## config.mk

```make
export PLATFORM = sky130hd
export DESIGN_NAME = sdlt_cell
export DESIGN_NICKNAME = d
export VERILOG_FILES = /design/src/sv/sdlt_pkg.sv /design/src/sv/sdlt_cell.sv
export SDC_FILE = /design/constraint.sdc
export NUM_CORES = 1
export LEC_CHECK = 0
export BUFFER_PORTS_ARGS = -buffer_cell sky130_fd_sc_hd__buf_2
export CORE_ASPECT_RATIO = 0.6
export CORE_MARGIN = 1.5
export CORE_UTILIZATION = 48
export DETAILED_ROUTE_END_ITERATION = 12
export GPL_TIMING_DRIVEN = 0
export PLACE_DENSITY = 0.87
export SYNTH_ARGS = -nofsm -noshare
export SYNTH_HDL_FRONTEND = slang
export SYNTH_SLANG_ARGS = --single-unit
```

## constraint.sdc

```tcl
create_clock -name clk -period 4.92 [get_ports clk]
set_clock_uncertainty 0.15 [all_clocks]
set_input_delay 0 -clock clk [delete_from_list [all_inputs] [get_ports clk]]
set_output_delay 0 -clock clk [all_outputs]
set_load 0.1 [all_outputs]
```

## src/sv/sdlt_pkg.sv

```systemverilog
// ----------------------------------------------------------------------------
// Sorted descending list table package
// Request and status codes, cell commands and cell flag types shared by the
// table core and its storage cells.
// ----------------------------------------------------------------------------
package sdlt_pkg;

  // Port field widths.
  localparam int REQ_W        = 3;
  localparam int KEY_PORT_W   = 32;
  localparam int STATUS_W     = 2;
  localparam int COUNT_PORT_W = 7;
  // Widest key the table supports; used to extend and cut key values.
  localparam int MAX_KEY_W    = 64;

  // Request codes.
  localparam logic [REQ_W-1:0] REQ_INSERT = 3'd0;
  localparam logic [REQ_W-1:0] REQ_DELETE = 3'd1;
  localparam logic [REQ_W-1:0] REQ_FIND   = 3'd2;
  localparam logic [REQ_W-1:0] REQ_REWIND = 3'd3;
  localparam logic [REQ_W-1:0] REQ_READ   = 3'd4;
  localparam logic [REQ_W-1:0] REQ_CLEAR  = 3'd5;

  // Status codes.
  localparam logic [STATUS_W-1:0] STAT_OK        = 2'd0;
  localparam logic [STATUS_W-1:0] STAT_FULL      = 2'd1;
  localparam logic [STATUS_W-1:0] STAT_NOT_FOUND = 2'd2;
  localparam logic [STATUS_W-1:0] STAT_END       = 2'd3;

  // Command broadcast to every cell of the chain.
  typedef enum logic [1:0] {
    CELL_HOLD,
    CELL_EVAL,
    CELL_INSERT,
    CELL_DELETE
  } cell_cmd_t;

  // Per-cell compare results, captured during evaluation.
  typedef struct packed {
    logic gt;       // cell holds a valid key greater than the request key
    logic eq;       // cell holds a valid key equal to the request key
    logic at_cur;   // cell index equals the read cursor
    logic at_prev;  // cell index is one below the read cursor
  } cell_flags_t;

endpackage

```

## src/sv/sdlt_cell.sv

```systemverilog
// ----------------------------------------------------------------------------
// Sorted descending list table cell
// Holds one key, compares it against the broadcast key and shifts toward
// either neighbor on insert or delete.
// ----------------------------------------------------------------------------
module sdlt_cell #(
  parameter int IDX       = 0,
  parameter int KEY_WIDTH = 32,
  parameter int CNT_W     = 7
) (
  input  logic                  clk,
  input  sdlt_pkg::cell_cmd_t   cmd,
  input  logic [KEY_WIDTH-1:0]  key_in,
  input  logic [CNT_W-1:0]      count,
  input  logic [CNT_W-1:0]      cursor,
  input  logic [KEY_WIDTH-1:0]  left_key,
  input  logic                  left_gt,
  input  logic [KEY_WIDTH-1:0]  right_key,
  output logic [KEY_WIDTH-1:0]  cell_key,
  output sdlt_pkg::cell_flags_t cell_flags
);
  import sdlt_pkg::*;

  logic [KEY_WIDTH-1:0] key_r;
  logic [KEY_WIDTH-1:0] key_nxt;
  cell_flags_t          flags_r;
  cell_flags_t          flags_nxt;
  logic                 valid;

  assign valid = CNT_W'(IDX) < count;

  always_comb begin
    flags_nxt.gt      = valid && (key_r > key_in);
    flags_nxt.eq      = valid && (key_r == key_in);
    flags_nxt.at_cur  = CNT_W'(IDX) == cursor;
    flags_nxt.at_prev = CNT_W'(IDX + 1) == cursor;
  end

  // Keys ahead of the insert or delete point keep their place; the rest
  // move one step right (insert) or left (delete).
  always_comb begin
    key_nxt = key_r;
    unique case (cmd)
      CELL_INSERT: begin
        if (!flags_r.gt) begin
          key_nxt = left_gt ? key_in : left_key;
        end
      end
      CELL_DELETE: begin
        if (!flags_r.gt) begin
          key_nxt = right_key;
        end
      end
      default: key_nxt = key_r;
    endcase
  end

  always_ff @(posedge clk) begin
    key_r <= key_nxt;
    if (cmd == CELL_EVAL) begin
      flags_r <= flags_nxt;
    end
  end

  assign cell_key   = key_r;
  assign cell_flags = flags_r;

endmodule

```

Word level (Yosys, flattened, before mapping)
Index checks and enable logic that the tools add are counted.

Register bits after elaboration: 36. Input port bits: 114. Output and inout port bits: 36. Logic and storage cells: 23.

$lt $le $gt $ge: 2. Equality and inequality tests: 7. Multiplexer cells: 4. Reductions and logical operators: 5.

Operators with widths (count): 2-to-1 mux 32 bit (3); one-hot mux 32 bit (2 select lines) (1); equality test 32 bit (1); > comparator 32 bit (1); equality test 1 x 7 -> 1 bit (first input constant) (1); logical NOT 7 bit (1); less-than comparator 1 x 7 -> 1 bit (first input constant) (1); equality test 2 bit (second input constant) (2); inequality test 2 bit (second input constant) (2); AND reduction 3 bit (1); equality test 2 x 1 -> 1 bit (second input constant) (1); logical AND 1 bit (2); nonzero test 2 bit (1).

Depth between registers and ports, before layout
Word-level depth: 3. Depth in mapped cells: 7. Gate-level depth less buffers: 7.

Least setup slack after synthesis
Ideal clock, no wire load.

Kind: reg2reg. Start point: register flags_r, in the netlist cell_flags[3]. End point: register key_r[0], in the netlist cell_key[0], enable pin. Setup time: 0.424 ns. Arrival time: 2.372 ns. Required time: 4.346 ns. Path slack: 1.973 ns. Cell stages (with the launch flop): 2. Path buffers: 0. Clock period less this slack: 2.947 ns. Cell sequence: edfxtp_1 > nor2b_1.

Word-level cells in the longest chain between the ends: 2. Elaborated cells between the ends (all ways): 3. Classes of those cells: eq/ne (2); reduce/logical (1).

RTL lines: start, declared (RTL line sdlt_cell.sv:26) `cell_flags_t flags_r;`; start signal, assigned (RTL line sdlt_cell.sv:61) `flags_r <= flags_nxt;`; inequality test 2 bit (no source line); AND reduction 3 bit (no source line) (*); end signal, assigned (RTL line sdlt_cell.sv:59) `key_r <= key_nxt;`; end, declared (RTL line sdlt_cell.sv:24) `logic [KEY_WIDTH-1:0] key_r;`.

Every way passes the cells marked *; elsewhere a longest branch is shown, timed or not. A chain may end at the register's enable or synchronous reset.

Final worst setup path
Start point: input port cmd[1]. End point: register key_r[13], in the netlist cell_key[13] (data pin).

Word-level cells in the longest chain between the ends: 2. Elaborated cells between the ends (all ways): 3. Classes of those cells: eq/ne (2); mux (1).

RTL lines: start, declared (RTL line sdlt_cell.sv:12) `input sdlt_pkg::cell_cmd_t cmd,`; equality test 2 bit (RTL line sdlt_cell.sv:43) `unique case (cmd)`; one-hot mux 32 bit (2 select lines) (*) (RTL line sdlt_cell.sv:43); via key_nxt[13] (RTL line sdlt_cell.sv:25) `logic [KEY_WIDTH-1:0] key_nxt;`.

Mark *: on every way through the listed nets, which the timed path passes. The rest lies on a longest branch.

==> reports/results.ini <==
[outcome]
outcome=finished clean

[setup_path]
worstPathArrival_ns=2.17
reg2reg_from=cell_key[14]$_DFFE_PP_
startpoint_type=input pin
cp-end-kind=flop
reg2reg_depth=6
worst-r2r-setup-slack_ns=2.75
worstPathRequired_ns=4.80
worstSetupPathType=input pin to flop
worstPathMaxFanout=10
r2r_end=cell_flags[3]$_DFFE_PN_

[clock_tree]
cts.sinks=36
ctsResizeCount=0
max-clock-path-buffers=2
cts_htree_levels=2
cts-root-buf=clkbuf_8
cts_tree=built
clk_latency_ns=0.29
cts_inserted_buffers=5
clk_pin_slew_ns=0.07

[layout]
fin_util_pct=81.6
multi_input_area_sq_mm=0.00136
syn_to_final_growth_pct=60.8
layout.nets=636
drive_gt1_share_pct=32.8
num_antenna_cells=0
regArea_sq_mm=0.00108
fill_cells=309

[power]
switching_share_pct=36.7
p_seq_share_pct=39.2
combPwrFrac_pct=38.9
power_per_cell_area_mw_per_mm2=226
p_leak_nw=2.09
p_int_w=0.000600
clock_power_share_pct=21.9
netSwitchingPower_w=0.000348
vdd_ir_drop_max_mv=0.147

[worst_hold_path]
min_from=left_key[22]
hold_path_end=cell_key[22]$_DFFE_PP_
min_delay_path_depth=3
hold_path_class=input pin to flop

[timing]
setup_violations=0
worst_pin_slew_ns=0.955
whs_ns=0.00231
post-route-period-util_pct=46.4
period_needed_ns=2.28
hold_violations=0
fmax_ghz=0.438
finalSetupTns_ns=0
rsz0062_at_grt=false
max-slew-margin-rel_pct=36.2
fin_ws_ns=2.64
drv_slew=0

[grt]
grt_usage_pct=30.3
grt_pass1_vias=2975
grt_pass1_wl_mm=13.6
grt_max_degree=33
antenna_found_initial=0
overflow=0

[drt]
firstDrtPassIters=5
num_vias=2940
via_per_inst=5.28
routedWlPerCell_microns=15.9
drc=0
ant_nets=0
routed_wl_mm=8.84
drt_iter0_drc=143

[yosys]
avgSynthCellArea_sq_um=9.71
synthCells=268
synth_top_cell_by_area=edfxtp_1
ys_seq_area_share_pct=41.5
syn-num-nets=414
ys_warn_count=0
synthTopCellsByArea=edfxtp_1 (42%), ha_1 (15%), mux2i_1 (12%)
synth_top_area_share_pct=41.5
syn_area_sq_mm=0.00260
yosysUniqueCellTypes=28
ys_ff_latch=36

[floorplanning]
dieWidth_microns=98.1
dieArea_sq_mm=0.00589
die_y_microns=60.0
coreArea_sq_mm=0.00513
pin_count=150
rows=20
start_util_pct=50.7

[placement]
io_buffers=148
place_ws_ns=2.81
place_congestion=0.892
place_hpwl_mm=5.94

[flow_run]
max_cap_viol_count=0

layout make-up:
type / count / share of cell area [%]
Inverter: 32 / 2.87
Timing Repair Buffer: 215 / 33.7
Tap cell: 66 / 1.97
Clock buffer: 7 / 1.82
Clock inverter: 1 / 0.0897
Multi-Input combinational cell: 189 / 32.5
Sequential cell: 36 / 25.8
Buffer: 11 / 1.14
cells in the mapped netlist:
cell,instances
nand3_1,4
and2_1,1
nor4_2,1
a211oi_1,1
nand2_1,39
mux2i_1,32
inv_1,32
nor3_1,1
o21ai_1,1
nand2b_1,1
nor2b_1,3
or4_1,1
and3_1,1
edfxtp_1,36
o31ai_1,1
nand4_1,8
nor2_1,5
a21o_1,2
ha_1,32
buf_2,5
o21ai_0,34
clkbuf_1,6
a221o_1,2
a21oi_2,1
a2111oi_1,1
nor4_1,3
a21oi_1,13
o211ai_1,1
sequential cells by signal, indices dropped and copies added, names as in the netlist:
name and cells:
cell_flags 4, cell_key 32
placed cells by master (no fill, tap or decap), types with 2 or more instances in the layout:
cell type,netlist,final
buf_2,5,153
inv_1,32,32
clkbuf_8,0,5
edfxtp_1,36,36
a21o_1,2,2
nand4_1,8,8
nand2_1,39,39
ha_1,32,32
clkbuf_1,6,8
nand3_1,4,4
nor2b_1,3,2
mux2i_1,32,32
a221o_1,2,2
o21ai_0,34,34
nor4_1,3,3
a21oi_1,13,13
nor2_1,5,5
dlygate4sd3_1,0,67
per-stage QoR:
stage          instances  power (W)  area [sq um]
2_1_floorplan        268   0.000590          2600
3_3_place_gp         482   0.000674          3430
3_5_place_dp         482   0.000683          3430
4_1_cts              557   0.000939          4180
5_1_grt              557   0.000989          4180
6_report             557   0.000948          4180
kinds of logic (layout without fill, tap and decap cells):
family                     Yosys count  in the layout  synth area share (%)
adders and majority gates           32             32                  15.4
and+or+nand+nor                     68             68                  12.2
buffers and inverters               43            266                  6.44
AOI/OAI and AO/OA                   57             57                  12.2
muxes                               32             32                  12.3
DFF                                 36             36                  41.5
layer usage:
metal  wire [microns]  global-route usage (%)
met4              169                    9.39
met5                0                       0
met1             3640                    34.9
met2             4380                    57.3
met3              652                    6.90
power by group through the flow:
stage / sequential, W / combinational, W / clock [W]
2_1_floorplan: 0.000497 / 0.0000925 / 0
3_3_place_gp: 0.000377 / 0.000297 / 0
3_5_place_dp: 0.000378 / 0.000306 / 0
4_1_cts: 0.000371 / 0.000360 / 0.000208
5_1_grt: 0.000373 / 0.000393 / 0.000224
6_report: 0.000372 / 0.000368 / 0.000208
how the worst max path moves through the flow:
stage / to / from / depth (start not counted)
2_1_floorplan: cell_key[0]$_DFFE_PP_ / cell_flags[3]$_DFFE_PN_ / 1
3_3_place_gp: cell_key[14]$_DFFE_PP_ / cell_flags[3]$_DFFE_PN_ / 1
3_5_place_dp: cell_flags[3]$_DFFE_PN_ / cell_key[14]$_DFFE_PP_ / 6
4_1_cts: cell_key[10]$_DFFE_PP_ / cmd[1] / 7
5_1_grt: cell_key[28]$_DFFE_PP_ / cmd[1] / 7
6_report: cell_key[13]$_DFFE_PP_ / cmd[1] / 7
worst max-delay path, cell delays in order:
cell and delay, ns:
dlygate4sd3_1 0.53, buf_2 0.12, and2_1 0.11, buf_2 0.23, clkbuf_1 0.37, o21ai_0 0.20
dlygate4sd3_1 0.60
repair_timing:
item	4_1_cts	5_1_grt
setup buffers	0	0
hold endpoints to repair	39	0
hold buffers	67	0
setup endpoints to repair	0	0
(Power assumes the default switching activity.)
